[src/hdl/spq_pkg.sv]
// ----------------------------------------------------------------------------
// spq_pkg: shared types and constants of the sorted priority queue
// Operation codes, reserved value and priority codes, field widths and the
// entry and status structs used between the sequencer, store and top level.
// ----------------------------------------------------------------------------
`default_nettype none

package spq_pkg;

   localparam int QUEUE_DEPTH_DEF = 16;

   localparam int KIND_W  = 3;
   localparam int VALUE_W = 8;
   localparam int PRIO_W  = 16;

   localparam logic [KIND_W-1:0] KIND_INSERT  = 3'd0;
   localparam logic [KIND_W-1:0] KIND_REMOVE  = 3'd1;
   localparam logic [KIND_W-1:0] KIND_DEQUEUE = 3'd2;
   localparam logic [KIND_W-1:0] KIND_REFILL  = 3'd3;
   localparam logic [KIND_W-1:0] KIND_CLEAR   = 3'd4;

   localparam logic [VALUE_W-1:0] NO_VALUE = 8'hFF;
   localparam logic [PRIO_W-1:0]  NO_PRIO  = 16'hFFFF;

   typedef struct packed {
      logic [VALUE_W-1:0] value;
      logic [PRIO_W-1:0]  prio;
   } entry_type;

   typedef struct packed {
      logic [VALUE_W-1:0] out_value;
      logic               was_empty;
      logic [PRIO_W-1:0]  head_priority;
      logic               full_reject;
   } status_type;

endpackage

`default_nettype wire

[src/hdl/spq_if.sv]
// ----------------------------------------------------------------------------
// spq_if: request and response channels of the sorted priority queue
// Valid/ready channels; a transaction moves when valid and ready are high.
// ----------------------------------------------------------------------------
`default_nettype none

interface spq_req_if;
   logic                       valid;
   logic                       ready;
   logic [spq_pkg::KIND_W-1:0] kind;
   logic [spq_pkg::VALUE_W-1:0] item_value;
   logic [spq_pkg::PRIO_W-1:0]  item_priority;

   modport source (output valid, output kind, output item_value,
                   output item_priority, input ready);
   modport sink   (input valid, input kind, input item_value,
                   input item_priority, output ready);
endinterface

interface spq_rsp_if #(
   parameter int COUNT_W = $clog2(spq_pkg::QUEUE_DEPTH_DEF + 1)
);
   logic                        valid;
   logic                        ready;
   logic [spq_pkg::VALUE_W-1:0] out_value;
   logic                        was_empty;
   logic [spq_pkg::PRIO_W-1:0]  head_priority;
   logic [COUNT_W-1:0]          live_count;
   logic                        full_reject;

   modport source (output valid, output out_value, output was_empty,
                   output head_priority, output live_count,
                   output full_reject, input ready);
   modport sink   (input valid, input out_value, input was_empty,
                   input head_priority, input live_count,
                   input full_reject, output ready);
endinterface

`default_nettype wire

[src/hdl/spq_store.sv]
// ----------------------------------------------------------------------------
// spq_store: entry memory of the sorted priority queue
// One write port and one read port with registered read data.
// ----------------------------------------------------------------------------
`default_nettype none

module spq_store #(
   parameter int QUEUE_DEPTH = spq_pkg::QUEUE_DEPTH_DEF,
   localparam int AW = (QUEUE_DEPTH > 1) ? $clog2(QUEUE_DEPTH) : 1
) (
   input  wire logic               clock,
   input  wire logic [AW-1:0]      rd_addr,
   output spq_pkg::entry_type      rd_data,
   input  wire logic               wr_en,
   input  wire logic [AW-1:0]      wr_addr,
   input  spq_pkg::entry_type      wr_data
);

   spq_pkg::entry_type mem [QUEUE_DEPTH];
   spq_pkg::entry_type rd_data_ff;

   always_ff @(posedge clock) begin
      if (wr_en) begin
         mem[wr_addr] <= wr_data;
      end
   end

   always_ff @(posedge clock) begin
      rd_data_ff <= mem[rd_addr];
   end

   assign rd_data = rd_data_ff;

endmodule

`default_nettype wire

[src/hdl/spq_ctrl.sv]
// ----------------------------------------------------------------------------
// spq_ctrl: sequencer of the sorted priority queue
// Walks the store one entry per read: search, bubble up or down, close the
// gap on remove, read at the cursor, and fetch the head priority.
// ----------------------------------------------------------------------------
`default_nettype none

module spq_ctrl #(
   parameter int QUEUE_DEPTH = spq_pkg::QUEUE_DEPTH_DEF,
   localparam int AW = (QUEUE_DEPTH > 1) ? $clog2(QUEUE_DEPTH) : 1,
   localparam int CW = $clog2(QUEUE_DEPTH + 1)
) (
   input  wire logic                        clock,
   input  wire logic                        reset,
   input  wire logic                        start,
   input  wire logic [spq_pkg::KIND_W-1:0]  req_kind,
   input  wire logic [spq_pkg::VALUE_W-1:0] req_value,
   input  wire logic [spq_pkg::PRIO_W-1:0]  req_prio,
   input  wire logic                        slot_free,
   output logic                             idle,
   output logic                             done,
   output spq_pkg::status_type              status,
   output logic [CW-1:0]                    count,
   output logic [AW-1:0]                    rd_addr,
   input  spq_pkg::entry_type               rd_data,
   output logic                             wr_en,
   output logic [AW-1:0]                    wr_addr,
   output spq_pkg::entry_type               wr_data
);

   localparam logic [3:0] S_IDLE     = 4'd0;
   localparam logic [3:0] S_SRCH_RD  = 4'd1;
   localparam logic [3:0] S_SRCH_CMP = 4'd2;
   localparam logic [3:0] S_UP_RD    = 4'd3;
   localparam logic [3:0] S_UP_CMP   = 4'd4;
   localparam logic [3:0] S_DN_RD    = 4'd5;
   localparam logic [3:0] S_DN_CMP   = 4'd6;
   localparam logic [3:0] S_PLACE    = 4'd7;
   localparam logic [3:0] S_RM_RD    = 4'd8;
   localparam logic [3:0] S_RM_WR    = 4'd9;
   localparam logic [3:0] S_DEQ_GET  = 4'd10;
   localparam logic [3:0] S_HEAD_RD  = 4'd11;
   localparam logic [3:0] S_HEAD_GET = 4'd12;
   localparam logic [3:0] S_DONE     = 4'd13;

   localparam logic [CW-1:0] DEPTH_C = CW'(QUEUE_DEPTH);
   localparam logic [CW-1:0] ONE_C   = CW'(1);

   logic [3:0]                   state_ff,  state_in;
   logic [spq_pkg::KIND_W-1:0]   kind_ff,   kind_in;
   logic [spq_pkg::VALUE_W-1:0]  val_ff,    val_in;
   logic [spq_pkg::PRIO_W-1:0]   prio_ff,   prio_in;
   logic [CW-1:0]                pos_ff,    pos_in;
   logic [CW-1:0]                idx_ff,    idx_in;
   logic [CW-1:0]                count_ff,  count_in;
   logic [CW-1:0]                cursor_ff, cursor_in;
   logic                         empty_ff,  empty_in;
   logic [spq_pkg::VALUE_W-1:0]  outv_ff,   outv_in;
   logic                         reject_ff, reject_in;
   logic [spq_pkg::PRIO_W-1:0]   head_ff,   head_in;

   logic [CW-1:0] pos_m1;
   logic [CW-1:0] pos_p1;

   assign pos_m1 = pos_ff - ONE_C;
   assign pos_p1 = pos_ff + ONE_C;

   always_comb begin
      state_in  = state_ff;
      kind_in   = kind_ff;
      val_in    = val_ff;
      prio_in   = prio_ff;
      pos_in    = pos_ff;
      idx_in    = idx_ff;
      count_in  = count_ff;
      cursor_in = cursor_ff;
      empty_in  = empty_ff;
      outv_in   = outv_ff;
      reject_in = reject_ff;
      head_in   = head_ff;
      rd_addr   = cursor_ff[AW-1:0];
      wr_en     = 1'b0;
      wr_addr   = pos_ff[AW-1:0];
      wr_data   = rd_data;
      done      = 1'b0;

      unique case (state_ff)
         S_IDLE: begin
            if (start) begin
               kind_in   = req_kind;
               val_in    = req_value;
               prio_in   = req_prio;
               idx_in    = '0;
               empty_in  = (cursor_ff >= count_ff);
               outv_in   = spq_pkg::NO_VALUE;
               reject_in = 1'b0;
               unique case (req_kind) inside
                  spq_pkg::KIND_INSERT, spq_pkg::KIND_REMOVE: begin
                     state_in = S_SRCH_RD;
                  end
                  spq_pkg::KIND_DEQUEUE: begin
                     if (cursor_ff < count_ff) begin
                        rd_addr  = cursor_ff[AW-1:0];
                        state_in = S_DEQ_GET;
                     end else begin
                        state_in = S_HEAD_RD;
                     end
                  end
                  spq_pkg::KIND_REFILL: begin
                     cursor_in = '0;
                     state_in  = S_HEAD_RD;
                  end
                  spq_pkg::KIND_CLEAR: begin
                     cursor_in = '0;
                     count_in  = '0;
                     state_in  = S_HEAD_RD;
                  end
                  default: begin
                     state_in = S_HEAD_RD;
                  end
               endcase
            end
         end
         S_SRCH_RD: begin
            if (idx_ff == count_ff) begin
               // value absent: append on insert (reject if full), nothing to do on remove
               pos_in = count_ff;
               if (kind_ff == spq_pkg::KIND_INSERT) begin
                  if (count_ff >= DEPTH_C) begin
                     reject_in = 1'b1;
                     state_in  = S_HEAD_RD;
                  end else begin
                     count_in = count_ff + ONE_C;
                     state_in = S_UP_RD;
                  end
               end else begin
                  state_in = S_HEAD_RD;
               end
            end else begin
               rd_addr  = idx_ff[AW-1:0];
               state_in = S_SRCH_CMP;
            end
         end
         S_SRCH_CMP: begin
            if (rd_data.value == val_ff) begin
               pos_in   = idx_ff;
               state_in = (kind_ff == spq_pkg::KIND_INSERT) ? S_UP_RD : S_RM_RD;
            end else begin
               idx_in   = idx_ff + ONE_C;
               state_in = S_SRCH_RD;
            end
         end
         S_UP_RD: begin
            if (pos_ff == '0) begin
               state_in = S_DN_RD;
            end else begin
               rd_addr  = pos_m1[AW-1:0];
               state_in = S_UP_CMP;
            end
         end
         S_UP_CMP: begin
            // move the larger neighbor down one slot
            if (prio_ff < rd_data.prio) begin
               wr_en    = 1'b1;
               pos_in   = pos_m1;
               state_in = S_UP_RD;
            end else begin
               state_in = S_DN_RD;
            end
         end
         S_DN_RD: begin
            if (pos_p1 >= count_ff) begin
               state_in = S_PLACE;
            end else begin
               rd_addr  = pos_p1[AW-1:0];
               state_in = S_DN_CMP;
            end
         end
         S_DN_CMP: begin
            if (prio_ff > rd_data.prio) begin
               wr_en    = 1'b1;
               pos_in   = pos_p1;
               state_in = S_DN_RD;
            end else begin
               state_in = S_PLACE;
            end
         end
         S_PLACE: begin
            wr_en         = 1'b1;
            wr_data.value = val_ff;
            wr_data.prio  = prio_ff;
            state_in      = S_HEAD_RD;
         end
         S_RM_RD: begin
            if (pos_p1 >= count_ff) begin
               // drop the last slot
               wr_en         = 1'b1;
               wr_data.value = spq_pkg::NO_VALUE;
               wr_data.prio  = spq_pkg::NO_PRIO;
               count_in      = count_ff - ONE_C;
               state_in      = S_HEAD_RD;
            end else begin
               rd_addr  = pos_p1[AW-1:0];
               state_in = S_RM_WR;
            end
         end
         S_RM_WR: begin
            wr_en    = 1'b1;
            pos_in   = pos_p1;
            state_in = S_RM_RD;
         end
         S_DEQ_GET: begin
            outv_in   = rd_data.value;
            cursor_in = cursor_ff + ONE_C;
            state_in  = S_HEAD_RD;
         end
         S_HEAD_RD: begin
            if (cursor_ff < count_ff) begin
               rd_addr  = cursor_ff[AW-1:0];
               state_in = S_HEAD_GET;
            end else begin
               head_in  = spq_pkg::NO_PRIO;
               state_in = S_DONE;
            end
         end
         S_HEAD_GET: begin
            head_in  = rd_data.prio;
            state_in = S_DONE;
         end
         S_DONE: begin
            // hold until the response register is free
            if (slot_free) begin
               done     = 1'b1;
               state_in = S_IDLE;
            end
         end
         default: begin
            state_in = S_IDLE;
         end
      endcase
   end

   always_ff @(posedge clock) begin
      if (reset) begin
         state_ff  <= S_IDLE;
         count_ff  <= '0;
         cursor_ff <= '0;
      end else begin
         state_ff  <= state_in;
         count_ff  <= count_in;
         cursor_ff <= cursor_in;
      end
   end

   always_ff @(posedge clock) begin
      kind_ff   <= kind_in;
      val_ff    <= val_in;
      prio_ff   <= prio_in;
      pos_ff    <= pos_in;
      idx_ff    <= idx_in;
      empty_ff  <= empty_in;
      outv_ff   <= outv_in;
      reject_ff <= reject_in;
      head_ff   <= head_in;
   end

   assign idle                 = (state_ff == S_IDLE);
   assign count                = count_ff;
   assign status.out_value     = outv_ff;
   assign status.was_empty     = empty_ff;
   assign status.head_priority = head_ff;
   assign status.full_reject   = reject_ff;

   a_count_bound: assert property (@(posedge clock) disable iff (reset)
      count_ff <= DEPTH_C)
      else $error("entry count above queue depth");

   a_search_live: assert property (@(posedge clock) disable iff (reset)
      state_ff == S_SRCH_CMP |-> idx_ff < count_ff)
      else $error("search compared a slot beyond the live entries");

   a_deq_live: assert property (@(posedge clock) disable iff (reset)
      state_ff == S_DEQ_GET |-> cursor_ff < count_ff)
      else $error("dequeue read beyond the live entries");

   a_reject_full: assert property (@(posedge clock) disable iff (reset)
      done && reject_ff |-> kind_ff == spq_pkg::KIND_INSERT && count_ff == DEPTH_C)
      else $error("reject reported while the store was not full");

   a_bubble_bound: assert property (@(posedge clock) disable iff (reset)
      (state_ff == S_UP_CMP || state_ff == S_DN_CMP || state_ff == S_PLACE)
      |-> pos_ff < count_ff)
      else $error("bubble position outside the live entries");

endmodule

`default_nettype wire

[src/hdl/sorted_priority_queue_16.sv]
// ----------------------------------------------------------------------------
// sorted_priority_queue_16: sorted array priority queue of value/priority pairs
// Insert, change priority, remove, dequeue through a cursor, refill and clear,
// with a status transaction for every request.
//
//  channel   dir  handshake          payload
//  req_chan  in   valid/ready        kind, item_value, item_priority
//  rsp_chan  out  valid/ready        out_value, was_empty, head_priority,
//                                    live_count, full_reject
//
// Store walks use the single store read port, whose data is registered.
// Reset clears count and cursor at once; the store needs no clearing pass.
// A request is taken only when the sequencer is idle; a finished status may
//   wait in the response register while the next request runs, and the
//   sequencer holds its result if that register is still occupied.
// ----------------------------------------------------------------------------
`default_nettype none

module sorted_priority_queue_16 #(
   parameter int QUEUE_DEPTH = spq_pkg::QUEUE_DEPTH_DEF
) (
   input  wire logic   clock,
   input  wire logic   reset,
   spq_req_if.sink     req_chan,
   spq_rsp_if.source   rsp_chan
);

   localparam int AW = (QUEUE_DEPTH > 1) ? $clog2(QUEUE_DEPTH) : 1;
   localparam int CW = $clog2(QUEUE_DEPTH + 1);

   logic                idle;
   logic                done;
   logic                start;
   logic                slot_free;
   spq_pkg::status_type status;
   logic [CW-1:0]       count;
   logic [AW-1:0]       rd_addr;
   spq_pkg::entry_type  rd_data;
   logic                wr_en;
   logic [AW-1:0]       wr_addr;
   spq_pkg::entry_type  wr_data;

   logic                rsp_valid_ff, rsp_valid_in;
   spq_pkg::status_type rsp_status_ff;
   logic [CW-1:0]       rsp_count_ff;

   assign start          = req_chan.valid && idle;
   assign req_chan.ready = idle;
   assign slot_free      = !rsp_valid_ff || rsp_chan.ready;

   spq_ctrl #(
      .QUEUE_DEPTH (QUEUE_DEPTH)
   ) u_ctrl (
      .clock     (clock),
      .reset     (reset),
      .start     (start),
      .req_kind  (req_chan.kind),
      .req_value (req_chan.item_value),
      .req_prio  (req_chan.item_priority),
      .slot_free (slot_free),
      .idle      (idle),
      .done      (done),
      .status    (status),
      .count     (count),
      .rd_addr   (rd_addr),
      .rd_data   (rd_data),
      .wr_en     (wr_en),
      .wr_addr   (wr_addr),
      .wr_data   (wr_data)
   );

   spq_store #(
      .QUEUE_DEPTH (QUEUE_DEPTH)
   ) u_store (
      .clock   (clock),
      .rd_addr (rd_addr),
      .rd_data (rd_data),
      .wr_en   (wr_en),
      .wr_addr (wr_addr),
      .wr_data (wr_data)
   );

   always_comb begin
      rsp_valid_in = rsp_valid_ff;
      if (done) begin
         rsp_valid_in = 1'b1;
      end else if (rsp_chan.ready) begin
         rsp_valid_in = 1'b0;
      end
   end

   always_ff @(posedge clock) begin
      if (reset) begin
         rsp_valid_ff <= 1'b0;
      end else begin
         rsp_valid_ff <= rsp_valid_in;
      end
   end

   always_ff @(posedge clock) begin
      if (done) begin
         rsp_status_ff <= status;
         rsp_count_ff  <= count;
      end
   end

   assign rsp_chan.valid         = rsp_valid_ff;
   assign rsp_chan.out_value     = rsp_status_ff.out_value;
   assign rsp_chan.was_empty     = rsp_status_ff.was_empty;
   assign rsp_chan.head_priority = rsp_status_ff.head_priority;
   assign rsp_chan.live_count    = rsp_count_ff;
   assign rsp_chan.full_reject   = rsp_status_ff.full_reject;

endmodule

`default_nettype wire

[src/flat_wrapper.sv]
// flat-port wrapper written by rule: the top's interface ports become plain ports
module sorted_priority_queue_16_flat 
#(
   parameter int QUEUE_DEPTH = spq_pkg::QUEUE_DEPTH_DEF
)
  (clock, reset, req_chan_valid, req_chan_kind, req_chan_item_value, req_chan_item_priority, req_chan_ready, rsp_chan_valid, rsp_chan_out_value, rsp_chan_was_empty, rsp_chan_head_priority, rsp_chan_live_count, rsp_chan_full_reject, rsp_chan_ready);
  spq_req_if req_chan_i ();
  spq_rsp_if rsp_chan_i ();
  input  wire logic clock;
  input  wire logic reset;
  input wire logic [$bits(req_chan_i.valid)-1:0] req_chan_valid;
  input wire logic [$bits(req_chan_i.kind)-1:0] req_chan_kind;
  input wire logic [$bits(req_chan_i.item_value)-1:0] req_chan_item_value;
  input wire logic [$bits(req_chan_i.item_priority)-1:0] req_chan_item_priority;
  output wire logic [$bits(req_chan_i.ready)-1:0] req_chan_ready;
  output wire logic [$bits(rsp_chan_i.valid)-1:0] rsp_chan_valid;
  output wire logic [$bits(rsp_chan_i.out_value)-1:0] rsp_chan_out_value;
  output wire logic [$bits(rsp_chan_i.was_empty)-1:0] rsp_chan_was_empty;
  output wire logic [$bits(rsp_chan_i.head_priority)-1:0] rsp_chan_head_priority;
  output wire logic [$bits(rsp_chan_i.live_count)-1:0] rsp_chan_live_count;
  output wire logic [$bits(rsp_chan_i.full_reject)-1:0] rsp_chan_full_reject;
  input wire logic [$bits(rsp_chan_i.ready)-1:0] rsp_chan_ready;
  assign req_chan_i.valid = req_chan_valid;
  assign req_chan_i.kind = req_chan_kind;
  assign req_chan_i.item_value = req_chan_item_value;
  assign req_chan_i.item_priority = req_chan_item_priority;
  assign req_chan_ready = req_chan_i.ready;
  assign rsp_chan_valid = rsp_chan_i.valid;
  assign rsp_chan_out_value = rsp_chan_i.out_value;
  assign rsp_chan_was_empty = rsp_chan_i.was_empty;
  assign rsp_chan_head_priority = rsp_chan_i.head_priority;
  assign rsp_chan_live_count = rsp_chan_i.live_count;
  assign rsp_chan_full_reject = rsp_chan_i.full_reject;
  assign rsp_chan_i.ready = rsp_chan_ready;
  sorted_priority_queue_16 #(.QUEUE_DEPTH(QUEUE_DEPTH)) u_core (.clock(clock), .reset(reset), .req_chan(req_chan_i), .rsp_chan(rsp_chan_i));
endmodule
[config.mk]
export PLATFORM = sky130hd
export DESIGN_NAME = sorted_priority_queue_16_flat
export DESIGN_NICKNAME = d
export VERILOG_FILES = /design/src/hdl/spq_pkg.sv /design/src/hdl/spq_if.sv /design/src/hdl/spq_store.sv /design/src/hdl/spq_ctrl.sv /design/src/hdl/sorted_priority_queue_16.sv /design/src/flat_wrapper.sv
export SDC_FILE = /design/constraint.sdc
export NUM_CORES = 1
export LEC_CHECK = 0
export BUFFER_PORTS_ARGS = -buffer_cell sky130_fd_sc_hd__buf_4
export CAP_MARGIN = 10
export CELL_PAD_IN_SITES_DETAIL_PLACEMENT = 0
export CELL_PAD_IN_SITES_GLOBAL_PLACEMENT = 2
export CORE_MARGIN = 5
export CORE_UTILIZATION = 41
export CTS_BUF_LIST = sky130_fd_sc_hd__clkbuf_4 sky130_fd_sc_hd__clkbuf_8
export CTS_CLUSTER_SIZE = 20
export DETAILED_ROUTE_END_ITERATION = 10
export PLACE_DENSITY = 0.84
export SYNTH_ARGS = -nofsm -noshare
export SYNTH_HDL_FRONTEND = slang
export SYNTH_SLANG_ARGS = --single-unit
export TNS_END_PERCENT = 100
[constraint.sdc]
create_clock -name clock -period 8.2 [get_ports clock]
set_input_delay 0.41 -clock clock [delete_from_list [all_inputs] [get_ports clock]]
set_output_delay 0.41 -clock clock [all_outputs]
set_load 0.02 [all_outputs]
After elaboration in Yosys (flattened, before gate mapping)
Memories as Yosys holds them, arrays and structs flattened. A register that Yosys moved wholly into a read port is not among the register bits.
Index checks and enable logic that the tools add are counted.
W data, S select, Z words.
- flip-flop bits (word level): 109
- word-level logic and storage cells: 151
- memories kept: 1
- memory bits (writable): 384
- output and inout port bits: 33
- input bits: 31
- magnitude comparators: 6
- add/subtract/negate cells: 6
- multiplexer cells: 59
- reductions and logical operators: 28
- equality and inequality tests: 33
- memory list (memory ; depth ; bits a word ; rd ports ; clocked after Yosys merged registers in ; wr ports ; line ; RTL):
    u_core.u_store.mem ; 16 ; 24 ; 1 ; 1 ; 1 ; spq_store.sv:19 ; spq_pkg::entry_type mem [QUEUE_DEPTH];
- operators by type and width (operator ; count):
    $mux W5 ; 14
    $pmux W4 S13 ; 1
    $pmux W24 S2 ; 1
    $mux W4 ; 10
    $pmux W16 S2 ; 1
    $ne A2 B2 Y1 const B ; 13
    $pmux W5 S5 ; 1
    $eq A4 B4 Y1 const B ; 6
    $mux W24 ; 1
    $add A5 B1 Y5 const B ; 4
    $pmux W5 S2 ; 2
    $mux W1 ; 17
    $eq A4 B3 Y1 const B ; 4
    $gt A16 B16 Y1 ; 1
    $lt A16 B16 Y1 ; 1
    $mux W16 ; 1
    $pmux W8 S2 ; 1
    $pmux W5 S3 ; 1
    $pmux W4 S3 ; 1
    $ge A5 B5 Y1 ; 2
    $reduce_and A5 Y1 ; 2
    $reduce_bool A2 Y1 ; 5
    $reduce_or A2 Y1 ; 5
    $sub A5 B1 Y5 const B ; 2
    other kinds (27) ; 35

Depth between registers and ports, before layout
Gate-level depths: netlist (run 1).
- depth after elaboration: 6
- gate-level depth with buffers: 16
- gate-level depth less buffers: 12

By module
A second synthesis (run 1) with hierarchy kept.
- cell total of the unflattened synthesis: 1191
- area total of the unflattened synthesis: 20815.0 µm²
- modules (own cells, without submodules) (module ; sequential area each (µm²) ; times used ; area an instance (µm²) ; cells each):
    spq_store ; 12011.5 ; 1 ; 14930.6 ; 636
    spq_ctrl ; 2172.1 ; 1 ; 4901.0 ; 519
    sorted_priority_queue_16 ; 950.9 ; 1 ; 983.4 ; 36

Worst setup path before layout (run 1)
Ideal clock, no wire load.
- kind: reg-to-reg
- start point: register u_core.u_ctrl.pos_ff[0]
- end point: memory u_core.u_store.mem[3][0] (netlist name) (enable)
- period minus slack after synthesis: 4985 ps
- path buffers: 0
- library setup time: 474 ps
- cell stages (with the launch flop): 10
- path slack: 3215 ps
- data required time: 7726 ps
- arrival: 4510 ps
- cells stage by stage: edfxtp_1 -> ha_1 -> xor2_1 -> ha_1 -> nand2_1 -> o21ai_0 -> a31o_2 -> o211ai_1 -> o221a_2 -> nor4b_1
- cells in the longest elaborated chain, start to end: 6
- RTL lines (what ; line ; RTL):
    start: declaration ; spq_ctrl.sv:53 ; logic [CW-1:0] pos_ff, pos_in;
    start signal: assignment ; spq_ctrl.sv:259 ; pos_ff <= pos_in;
    $add A5 B1 Y5 ; spq_ctrl.sv:66 ; assign pos_p1 = pos_ff + ONE_C;
    $ge A5 B5 Y1 ; spq_ctrl.sv:195 ; if (pos_p1 >= count_ff) begin
    $mux W1 ; spq_ctrl.sv:195 ;
    $pmux W1 S4 ; spq_ctrl.sv:87 ; unique case (state_ff)
    $mux W1 ; spq_store.sv:23 ; if (wr_en) begin
    $mux W1 (implied by the code) ; spq_store.sv:24 ; mem[wr_addr] <= wr_data;
    end: declaration ; spq_store.sv:19 ;
Several ways; a longest one is shown, not always the timed one.

Worst setup path in the final report (run 1)
- start point: register u_core.u_ctrl.pos_ff[0]
- end point: register u_core.u_store.rd_data[6] (netlist name)
- cells in the longest elaborated chain, start to end: 4
- elaborated cells between the ends (all ways): 7
- those cells by class: 2 x add/sub; 1 x order compare; 3 x mux; 1 x reduce/logical
- RTL lines (what ; line):
    $add A5 B1 Y5 ; spq_ctrl.sv:66
    $ge A5 B5 Y1 ; spq_ctrl.sv:172, spq_ctrl.sv:195
    $mux W4 ; spq_ctrl.sv:172, spq_ctrl.sv:195
    $pmux W4 S3 (*) ; spq_ctrl.sv:87
Mark *: on every way between the ends. The rest lies on a longest branch, timed or not.
A chain may end at the register's enable or synchronous reset.

==> results of run 1 <==
-- metal layers --
layer,vias up,track usage (%),routed length [microns]
li1,6451,-,-
met1,6803,27.3,24100
met2,519,30.0,25700
met3,68,3.56,4170
met4,0,5.58,973
met5,-,0,0
-- path summary, 6_finish.rpt --
path / startpoint / endpoint / slack, ns / depth (start not counted)
worst max register to register: u_core.u_ctrl.pos_ff[0]$_DFFE_PP_ / u_core.u_store.rd_data[6]$_DFF_P_ / 3.59 / 13
worst min-delay path: rsp_chan_ready / u_core.rsp_chan.valid$_SDFFE_PP0P_ / 0.08 / 3
worst min register to register: u_core.u_ctrl.outv_ff[6]$_SDFFCE_PN1P_ / u_core.rsp_chan.out_value[6]$_DFFE_PP_ / 0.41 / 0
worst max-delay path: u_core.u_ctrl.pos_ff[0]$_DFFE_PP_ / u_core.u_store.rd_data[6]$_DFF_P_ / 3.59 / 13
-- sequential cells by signal, summed over array words and instances (netlist names) --
name / flops
u_core.rsp_chan.full_reject: 1
u_core.rsp_chan.head_priority: 16
u_core.rsp_chan.live_count: 5
u_core.rsp_chan.out_value: 8
u_core.rsp_chan.valid: 1
u_core.rsp_chan.was_empty: 1
u_core.u_ctrl.count: 5
u_core.u_ctrl.cursor_ff: 5
u_core.u_ctrl.empty_ff: 1
u_core.u_ctrl.head_ff: 16
u_core.u_ctrl.idx_ff: 5
u_core.u_ctrl.kind_ff: 3
u_core.u_ctrl.outv_ff: 8
u_core.u_ctrl.pos_ff: 5
u_core.u_ctrl.prio_ff: 16
u_core.u_ctrl.reject_ff: 1
u_core.u_ctrl.state_ff: 4
u_core.u_ctrl.val_ff: 8
u_core.u_store.mem: 384
u_core.u_store.rd_data: 24
-- final cells by class --
cell class | instances | area (sq um) | share of cell area [%]
Clock inverter | 36 | 241 | 0.984
Tap cell | 680 | 851 | 3.47
Clock buffer | 116 | 1430 | 5.84
Inverter | 36 | 135 | 0.551
Sequential cell | 517 | 15100 | 61.7
Antenna cell | 1 | 2.50 | 0.0102
Timing Repair Buffer | 127 | 1060 | 4.31
Multi-Input combinational cell | 1050 | 5690 | 23.2
-- what timing repair did --
item / 4_1_cts / 5_1_grt
resized for setup: 0 / 0
endpoints found under the hold margin: 35 / 0
hold buffers: 28 / 0
-- Yosys cell counts (all sizes together), types with 2 or more instances --
cell type    n
buf         68
nand4        9
dfxtp       39
xnor2        8
ha          36
nor4b        2
nor2        53
o221a        2
a221oi       6
or3b         2
inv         35
o311ai      24
and2         4
edfxtp     478
a21boi       2
o21ai       10
a31o         3
nor4         4
a32oi       25
nor2b        6
and4         2
a31oi       52
o21a         6
o22ai        5
nand2      492
o211ai      18
xor2        20
clkbuf      27
nand3      118
nand2b       7
a21oi       73
or2         10
a211oi       2
and3         3
nor3        11
a211o        3
a221o        2
a21o         9
or3          6
-- logic make-up after synthesis --
kind of cell               after synthesis  share of synthesized area (%)
AOI/OAI and AO/OA                      252                           8.16
xor gates and xnor gates                28                           1.15
adders and majority gates               37                           2.21
buffers and inverters                  131                           3.00
DFF                                    517                           70.9
muxes                                    1                         0.0469
and+or+nand+nor                        732                           14.5
-- per-stage QoR --
stage | total power, mW | cells
finish | 9.49 | 2563
global route | 10.1 | 2563
CTS | 9.51 | 2556
detailed placement | 7.27 | 2376
global placement | 7.22 | 2376
floorplan | 6.23 | 1698
-- power groups by stage --
stage	Combinational, mW	Sequential, mW	Clock (mW)
final	3.48	3.80	2.21
after CTS	3.44	3.80	2.27
after global placement	3.37	3.85	0
after floorplan	2.49	3.75	0
after detailed placement	3.41	3.85	0
after global routing	3.84	3.82	2.40
-- critical path, stage by stage, from the launching register on --
cell,delay [ns]
sky130_fd_sc_hd__edfxtp_1,0.55
sky130_fd_sc_hd__ha_1,0.29
sky130_fd_sc_hd__xor2_1,0.19
sky130_fd_sc_hd__ha_1,0.34
sky130_fd_sc_hd__nand2_1,0.06
sky130_fd_sc_hd__o21ai_0,0.22
sky130_fd_sc_hd__a31o_2,0.27
sky130_fd_sc_hd__nor2_1,0.11
sky130_fd_sc_hd__a221oi_1,0.54
sky130_fd_sc_hd__and2_4,0.79
sky130_fd_sc_hd__buf_4,0.51
sky130_fd_sc_hd__nand3_1,0.14
sky130_fd_sc_hd__a32oi_1,0.22
sky130_fd_sc_hd__o311ai_1,0.13
==> impl_metrics.prom, run 1 <==
# TYPE chip_impl_metric gauge
chip_impl_info{name="outcome",value="finished clean"} 1
chip_impl_info{name="mostFrequentLayoutCell",value="sky130_fd_sc_hd__nand2_1"} 1
chip_impl_info{name="rsz0062_at_grt",value="false"} 1
chip_impl_metric{name="post_detailed_route_count_of_antenna_violating_nets",unit=""} 0
chip_impl_metric{name="initialDrtViolationCount",unit=""} 1381
chip_impl_metric{name="holdWs",unit="ns"} 0.0838
chip_impl_metric{name="timing_max_transition_violations_final",unit=""} 0
chip_impl_metric{name="synth_edf_count",unit=""} 478
chip_impl_metric{name="routed_length_per_instance",unit="microns"} 21.4
chip_impl_metric{name="cp_data_required_time",unit="ns"} 8.70
chip_impl_metric{name="clkSinkCount",unit=""} 517
chip_impl_metric{name="num_io_pins",unit=""} 64
chip_impl_metric{name="fillers",unit=""} 4588
chip_impl_metric{name="vias_per_cell",unit=""} 5.40
chip_impl_info{name="timing.hold.worst.class",value="in -> reg"} 1
chip_impl_metric{name="cellPowerDensity",unit="mW/mm^2"} 387
chip_impl_info{name="highest_count_cells_in_the_layout_ignoring_fill_and_taps",value="sky130_fd_sc_hd__nand2_1, sky130_fd_sc_hd__edfxtp_1, sky130_fd_sc_hd__nand3_1"} 1
chip_impl_metric{name="pwr-share-clk",unit="%"} 23.3
chip_impl_metric{name="worst_clock_skew",unit="ns"} 0.0252
chip_impl_info{name="synth.top_cells.by_area",value="sky130_fd_sc_hd__edfxtp_1, sky130_fd_sc_hd__nand2_1, sky130_fd_sc_hd__dfxtp_1"} 1
chip_impl_metric{name="seq_power_share",unit="%"} 40.1
chip_impl_metric{name="grt_antenna_before_repair",unit=""} 1
chip_impl_metric{name="synth.avg_cell_area",unit="sq um"} 12.6
chip_impl_metric{name="number_of_drc_violations_after_detailed_routing",unit=""} 0
chip_impl_metric{name="synth.yosys.seq_area_share",unit="%"} 70.9
chip_impl_metric{name="dp.final_hpwl",unit="microns"} 29700
chip_impl_metric{name="synthesis_warning_total",unit=""} 0
chip_impl_metric{name="finalHoldViolations",unit=""} 0
chip_impl_metric{name="comb_power_share",unit="%"} 36.6
chip_impl_info{name="critical_path.endpoint_type",value="register"} 1
chip_impl_metric{name="cts_made_buffers",unit=""} 83
chip_impl_metric{name="utilization",unit="%"} 47.7
chip_impl_metric{name="final.period_utilization",unit="%"} 56.2
chip_impl_metric{name="finished_cell_area",unit="sq mm"} 0.0245
chip_impl_metric{name="start_util",unit="%"} 41.5
chip_impl_metric{name="worst_slack",unit="ns"} 3.59
chip_impl_metric{name="design.die.area",unit="sq mm"} 0.0567
chip_impl_metric{name="cts_buffer_depth",unit=""} 3
chip_impl_metric{name="fp.dieH",unit="microns"} 238
chip_impl_metric{name="place_ws",unit="ns"} 3.65
chip_impl_info{name="worst_setup_path_start_kind",value="register"} 1
chip_impl_metric{name="register_bit_total_from_synthesis",unit=""} 517
chip_impl_metric{name="drive_above_1_share",unit="%"} 14.9
chip_impl_metric{name="synth_cell_types",unit=""} 67
chip_impl_metric{name="yosys.area.top_type_share",unit="%"} 67.3
chip_impl_metric{name="max_freq",unit="MHz"} 217
chip_impl_metric{name="path_max_fanout",unit=""} 62
chip_impl_metric{name="totalNegativeSetupSlack",unit="ns"} 0
chip_impl_metric{name="async_flop_share",unit="%"} 0
chip_impl_info{name="timing.setup.critical_path_class",value="reg -> reg"} 1
chip_impl_metric{name="final_net_count",unit=""} 1883
chip_impl_metric{name="timing.critical_path.arrival",unit="ns"} 5.11
chip_impl_metric{name="clk-insertion-delay-late",unit="ns"} 0.65
chip_impl_metric{name="placement_rows",unit=""} 83
chip_impl_metric{name="cts_post_setup_buffers_inserted",unit=""} 0
chip_impl_metric{name="fp.coreArea",unit="sq mm"} 0.0514
chip_impl_metric{name="firstDrtPassIters",unit=""} 5
chip_impl_metric{name="leakagePower",unit="nW"} 8.56
chip_impl_metric{name="finalCriticalPeriod",unit="ns"} 4.61
chip_impl_metric{name="max_slew.worst_pin.slew",unit="ns"} 1.29
chip_impl_info{name="clock_tree_from_tritoncts",value="built"} 1
chip_impl_metric{name="cap_violations",unit=""} 0
chip_impl_metric{name="p_int",unit="mW"} 5.82
chip_impl_metric{name="area_growth",unit="%"} 15.0
chip_impl_metric{name="cell_area_after_synthesis",unit="sq mm"} 0.0213
chip_impl_metric{name="timing.slew.headroom",unit="%"} 13.9
chip_impl_metric{name="sw_frac_of_total",unit="%"} 38.7
chip_impl_metric{name="grt_max_degree",unit=""} 193
chip_impl_metric{name="post_dp_cell_area",unit="sq mm"} 0.0225
chip_impl_metric{name="final-setup-viol-count",unit=""} 0
chip_impl_metric{name="grt_pass1_vias",unit=""} 13400
chip_impl_info{name="cts_root_buffer",value="sky130_fd_sc_hd__clkbuf_8"} 1
chip_impl_metric{name="synth_fp_nets",unit=""} 1766
chip_impl_metric{name="vdd_drop_max",unit="mV"} 0.410
chip_impl_info{name="ys_dominant_reg_cell",value="sky130_fd_sc_hd__edfxtp_1"} 1
chip_impl_metric{name="port_buffers",unit=""} 63
chip_impl_metric{name="grt_usage",unit="%"} 19.1
chip_impl_metric{name="htreeDepth",unit=""} 3
chip_impl_metric{name="grt_pass1_wl",unit="microns"} 82700
chip_impl_metric{name="netSwitchingPower",unit="mW"} 3.67
chip_impl_metric{name="gp_congestion",unit=""} 0.820
chip_impl_metric{name="total_length_of_routed_wires",unit="microns"} 54900
chip_impl_metric{name="post_synth_inst_count",unit=""} 1698
chip_impl_metric{name="cts.reportedPaths.clkPinSlew",unit="ns"} 0.06
chip_impl_metric{name="grt.overflow.total",unit=""} 0
chip_impl_info{name="post-synth-top-area-cell",value="sky130_fd_sc_hd__edfxtp_1"} 1
chip_impl_metric{name="num_vias",unit=""} 13800
chip_impl_metric{name="chipWidth",unit="microns"} 238
No activity file was read; power rests on OpenSTA's default activity.
==> run 2, diff against run 1 <==
--- a/config.mk
+++ b/config.mk
@@ -5,16 +5,17 @@
 export SDC_FILE = /design/constraint.sdc
 export NUM_CORES = 1
 export LEC_CHECK = 0
+export ABC_AREA = 1
 export BUFFER_PORTS_ARGS = -buffer_cell sky130_fd_sc_hd__buf_4
 export CAP_MARGIN = 10
 export CELL_PAD_IN_SITES_DETAIL_PLACEMENT = 0
 export CELL_PAD_IN_SITES_GLOBAL_PLACEMENT = 2
 export CORE_MARGIN = 5
-export CORE_UTILIZATION = 41
+export CORE_UTILIZATION = 39
 export CTS_BUF_LIST = sky130_fd_sc_hd__clkbuf_4 sky130_fd_sc_hd__clkbuf_8
 export CTS_CLUSTER_SIZE = 20
 export DETAILED_ROUTE_END_ITERATION = 10
-export PLACE_DENSITY = 0.84
+export PLACE_DENSITY = 0.87
 export SYNTH_ARGS = -nofsm -noshare
 export SYNTH_HDL_FRONTEND = slang
 export SYNTH_SLANG_ARGS = --single-unit
==> constraint.sdc (replaced) <==
create_clock -name clock -period 4.1 [get_ports clock]
set_input_delay 0.205 -clock clock [delete_from_list [all_inputs] [get_ports clock]]
set_output_delay 0.205 -clock clock [all_outputs]
set_load 0.02 [all_outputs]
==> run 2 against run 1 <==
  * Die area is 13% higher
  * Flip-flop and latch count did not move
  * First-iteration DRC count decreased by 2.3%
  * Clock power rose by 100%
  * Power increased by 100%
  * Final area is 9.5% higher
  * Critical path type unchanged
  * Largest power group unchanged
  * Highest routed layer unchanged
==> impl_metrics.prom, run 2 <==
# TYPE chip_impl_metric gauge
chip_impl_metric{name="register_bit_total_from_synthesis",unit=""} 517
chip_impl_metric{name="seq_area",unit="sq mm"} 0.0151
chip_impl_info{name="cts_root_buffer",value="sky130_fd_sc_hd__clkbuf_8"} 1
chip_impl_metric{name="num_vias",unit=""} 16000
chip_impl_metric{name="post_detailed_route_count_of_antenna_violating_nets",unit=""} 0
chip_impl_info{name="critical_path.reg2reg.endpoint",value="u_core.u_store.rd_data[6]$_DFF_P_"} 1
chip_impl_metric{name="cp_data_required_time",unit="ns"} 4.72
chip_impl_metric{name="placement_rows",unit=""} 89
chip_impl_metric{name="synth.yosys.seq_area_share",unit="%"} 65.4
chip_impl_metric{name="vdd_drop_max",unit="mV"} 0.495
chip_impl_metric{name="finalHoldViolations",unit=""} 0
chip_impl_info{name="worst_setup_path_start_kind",value="register"} 1
chip_impl_metric{name="antennaDiodeCount",unit=""} 0
chip_impl_metric{name="cts_post_setup_buffers_inserted",unit=""} 0
chip_impl_metric{name="area_growth",unit="%"} 16.1
chip_impl_metric{name="drive_above_1_share",unit="%"} 12.2
chip_impl_metric{name="grt_usage",unit="%"} 19.1
chip_impl_metric{name="worst-r2r-setup-slack",unit="ns"} 0.53
chip_impl_metric{name="post_synth_inst_count",unit=""} 2184
chip_impl_metric{name="final-setup-viol-count",unit=""} 0
chip_impl_metric{name="cell_area_after_synthesis",unit="sq mm"} 0.0231
chip_impl_metric{name="leakagePower",unit="nW"} 10.9
chip_impl_metric{name="min_delay_path_depth",unit=""} 2
chip_impl_metric{name="grt_antenna_before_repair",unit=""} 0
chip_impl_metric{name="grt_pass1_vias",unit=""} 15600
chip_impl_metric{name="final_net_count",unit=""} 2375
chip_impl_info{name="post-synth-top-area-cell",value="sky130_fd_sc_hd__edfxtp_1"} 1
chip_impl_metric{name="design.die.area",unit="sq mm"} 0.0643
chip_impl_metric{name="htreeDepth",unit=""} 3
chip_impl_info{name="timing.hold.worst.class",value="in -> reg"} 1
chip_impl_metric{name="start_util",unit="%"} 39.3
chip_impl_metric{name="cts_buffer_depth",unit=""} 3
chip_impl_metric{name="dp.final_hpwl",unit="microns"} 34700
chip_impl_metric{name="routed_length_per_instance",unit="microns"} 19.8
chip_impl_info{name="ys_dominant_reg_cell",value="sky130_fd_sc_hd__edfxtp_1"} 1
chip_impl_metric{name="synth_cell_types",unit=""} 46
chip_impl_metric{name="multiInputGateArea",unit="sq mm"} 0.00611
chip_impl_metric{name="final.period_utilization",unit="%"} 87.2
chip_impl_metric{name="grt_pass1_wl",unit="microns"} 93900
chip_impl_metric{name="firstDrtPassIters",unit=""} 6
chip_impl_info{name="outcome",value="finished clean"} 1
chip_impl_metric{name="yosys.area.top_type_share",unit="%"} 62.0
chip_impl_metric{name="synthesis_warning_total",unit=""} 0
chip_impl_metric{name="place_ws",unit="ns"} 0.498
chip_impl_info{name="clock_tree_from_tritoncts",value="built"} 1
chip_impl_metric{name="initialDrtViolationCount",unit=""} 1349
chip_impl_metric{name="synth.avg_cell_area",unit="sq um"} 10.6
chip_impl_metric{name="chipWidth",unit="microns"} 254
chip_impl_metric{name="totalNegativeSetupSlack",unit="ns"} 0
chip_impl_metric{name="synth_fp_nets",unit=""} 2252
chip_impl_metric{name="fp.coreArea",unit="sq mm"} 0.0589
chip_impl_metric{name="vias_per_cell",unit=""} 5.09
chip_impl_metric{name="clk-insertion-delay-late",unit="ns"} 0.70
chip_impl_metric{name="number_of_drc_violations_after_detailed_routing",unit=""} 0
chip_impl_metric{name="fp.dieH",unit="microns"} 254
chip_impl_metric{name="port_buffers",unit=""} 63
chip_impl_info{name="timing.setup.critical_path_class",value="reg -> reg"} 1
chip_impl_metric{name="reg2regPathDepth",unit=""} 20
chip_impl_info{name="synth_commonest_cells",value="sky130_fd_sc_hd__edfxtp_1, sky130_fd_sc_hd__nand3_1, sky130_fd_sc_hd__nand2_1"} 1
chip_impl_info{name="highest_count_cells_in_the_layout_ignoring_fill_and_taps",value="sky130_fd_sc_hd__edfxtp_1, sky130_fd_sc_hd__nand3_1, sky130_fd_sc_hd__nand2_1"} 1
chip_impl_metric{name="finalCriticalPeriod",unit="ns"} 3.57
chip_impl_metric{name="worst_clock_skew",unit="ns"} 0.0586
chip_impl_metric{name="cts.reportedPaths.clkPinSlew",unit="ns"} 0.06
chip_impl_metric{name="fillers",unit=""} 5376
chip_impl_metric{name="cellPowerDensity",unit="mW/mm^2"} 718
chip_impl_info{name="timing.hold.worst_endpoint",value="u_core.u_ctrl.prio_ff[4]$_DFFE_PP_"} 1
chip_impl_info{name="critical_path.endpoint_type",value="register"} 1
chip_impl_metric{name="async_flop_share",unit="%"} 0
chip_impl_info{name="top_register",value="u_core.u_store.mem"} 1
chip_impl_metric{name="timing.slew.headroom",unit="%"} 14.1
chip_impl_metric{name="timing.critical_path.arrival",unit="ns"} 4.19
chip_impl_info{name="synth.top_cells.by_area",value="sky130_fd_sc_hd__edfxtp_1, sky130_fd_sc_hd__nand3_1, sky130_fd_sc_hd__nand2_1"} 1
chip_impl_metric{name="grt.overflow.total",unit=""} 0
chip_impl_metric{name="finalPower",unit="mW"} 19.3
chip_impl_metric{name="max_freq",unit="MHz"} 280
chip_impl_metric{name="clkSinkCount",unit=""} 517
chip_impl_metric{name="holdWs",unit="ns"} 0.240
chip_impl_metric{name="timing_max_transition_violations_final",unit=""} 0
chip_impl_info{name="holdCritStartpoint",value="req_chan_item_priority[4]"} 1
chip_impl_metric{name="synth_edf_count",unit=""} 478
chip_impl_info{name="beginning_of_the_critical_path",value="u_core.u_ctrl.pos_ff[0]$_DFFE_PP_"} 1
chip_impl_metric{name="total_length_of_routed_wires",unit="microns"} 62400
chip_impl_metric{name="grt_max_degree",unit=""} 97
chip_impl_metric{name="num_io_pins",unit=""} 64
chip_impl_info{name="mostFrequentLayoutCell",value="sky130_fd_sc_hd__edfxtp_1"} 1
chip_impl_info{name="synth.most_common_cell",value="sky130_fd_sc_hd__edfxtp_1"} 1
chip_impl_metric{name="largest_register_ff_count",unit=""} 384
chip_impl_metric{name="cts_made_buffers",unit=""} 87
chip_impl_info{name="rsz0062_at_grt",value="false"} 1
chip_impl_metric{name="max_slew.worst_pin.slew",unit="ns"} 1.28
chip_impl_info{name="crit-reg2reg-launch",value="u_core.u_ctrl.pos_ff[0]$_DFFE_PP_"} 1
chip_impl_metric{name="path_max_fanout",unit=""} 69
chip_impl_metric{name="worst_slack",unit="ns"} 0.526
chip_impl_metric{name="gp_congestion",unit=""} 0.833
chip_impl_metric{name="cap_violations",unit=""} 0
run 2: cell count changes after synthesis, sizes merged, moves of 11 or more:
cell | previous run | this run
a21oi | 73 | 27
a31oi | 52 | 1
a32oi | 25 | 0
buf | 68 | 90
inv | 35 | 372
nand2 | 492 | 412
nand3 | 118 | 454
nand3b | 1 | 73
nand4 | 9 | 23
o311ai | 24 | 0
xor2 | 20 | 9
run 2: report_power, final:
part / total, mW / leakage (nW) / internal [mW] / switching [mW]
Combinational: 7.29 / 5.35 / 2.13 / 5.16
Sequential: 7.49 / 4.65 / 7.21 / 0.284
Clock: 4.51 / 0.907 / 2.39 / 2.12
Total: 19.3 / 10.9 / 11.7 / 7.57
run 2: cells by family after synthesis:
logic type / Yosys count / synth area share, %
simple gates: 1043 / 21.2
flops: 517 / 65.4
buf+inv: 484 / 8.48
compound gates: 93 / 2.54
fa+ha+maj: 37 / 2.03
xor+xnor: 10 / 0.378
run 2: layout make-up:
class                   count  share of cell area (%)
clock buffers             122                    5.58
inverters                 373                    5.24
well taps                 773                    3.60
clock inverters            38                   0.810
flip-flops and latches    517                    56.3
multi-input cells        1183                    22.7
repair buffers            145                    5.68
run 2: critical path: stages (launching register included):
cell and delay, ns:
sky130_fd_sc_hd__edfxtp_1 0.45, sky130_fd_sc_hd__ha_1 0.24, sky130_fd_sc_hd__inv_1 0.05, sky130_fd_sc_hd__nor3_1 0.29
sky130_fd_sc_hd__xor2_1 0.18, sky130_fd_sc_hd__inv_1 0.07, sky130_fd_sc_hd__ha_1 0.29, sky130_fd_sc_hd__nand2_1 0.09
sky130_fd_sc_hd__nor2_1 0.05, sky130_fd_sc_hd__nand2_1 0.07, sky130_fd_sc_hd__nand3_1 0.16, sky130_fd_sc_hd__a21oi_1 0.20
sky130_fd_sc_hd__nand3_2 0.16, sky130_fd_sc_hd__nand2_1 0.15, sky130_fd_sc_hd__nand2_4 0.08, sky130_fd_sc_hd__clkinv_2 0.12
sky130_fd_sc_hd__buf_12 0.37, sky130_fd_sc_hd__nand3_1 0.12, sky130_fd_sc_hd__nand3_1 0.10, sky130_fd_sc_hd__nand3_1 0.13
sky130_fd_sc_hd__nand2_1 0.13
run 2: what timing repair did:
action                    in CTS  in global routing
hold endpoints to repair      40                  0
gates resized for setup        0                  0
hold buffers                  30                  0
run 2: metrics by stage:
stage | cell area [sq um] | util [%] | instances
6_report | 26900 | 45.6 | 3151
5_1_grt | 26900 | 45.6 | 3151
4_1_cts | 26800 | 45.5 | 3146
3_5_place_dp | 24800 | 42.1 | 2956
3_3_place_gp | 24800 | 42.1 | 2955
2_1_floorplan | 23100 | - | 2184
run 2: worst max path at each step:
stage                                                      to  slack (ns)  depth (start not counted)
after CTS                   u_core.u_store.rd_data[6]$_DFF_P_        0.50                         20
after detailed placement    u_core.u_store.rd_data[6]$_DFF_P_        0.50                         20
after floorplan           u_core.u_store.mem[11][0]$_DFFE_PP_        0.63                         17
after global placement      u_core.u_store.rd_data[6]$_DFF_P_        0.53                         20
after global routing       u_core.u_store.rd_data[12]$_DFF_P_        0.16                         18
final                       u_core.u_store.rd_data[6]$_DFF_P_        0.53                         20
run 2: layer usage:
metal | global-route usage, % | vias to the layer above | share of wire [%]
met2 | 31.8 | 545 | 48
met1 | 25.6 | 7734 | 43
met3 | 3.87 | 97 | 6.7
met4 | 5.63 | 0 | 2.4
li1 | - | 7659 | -
met5 | 0 | - | 0
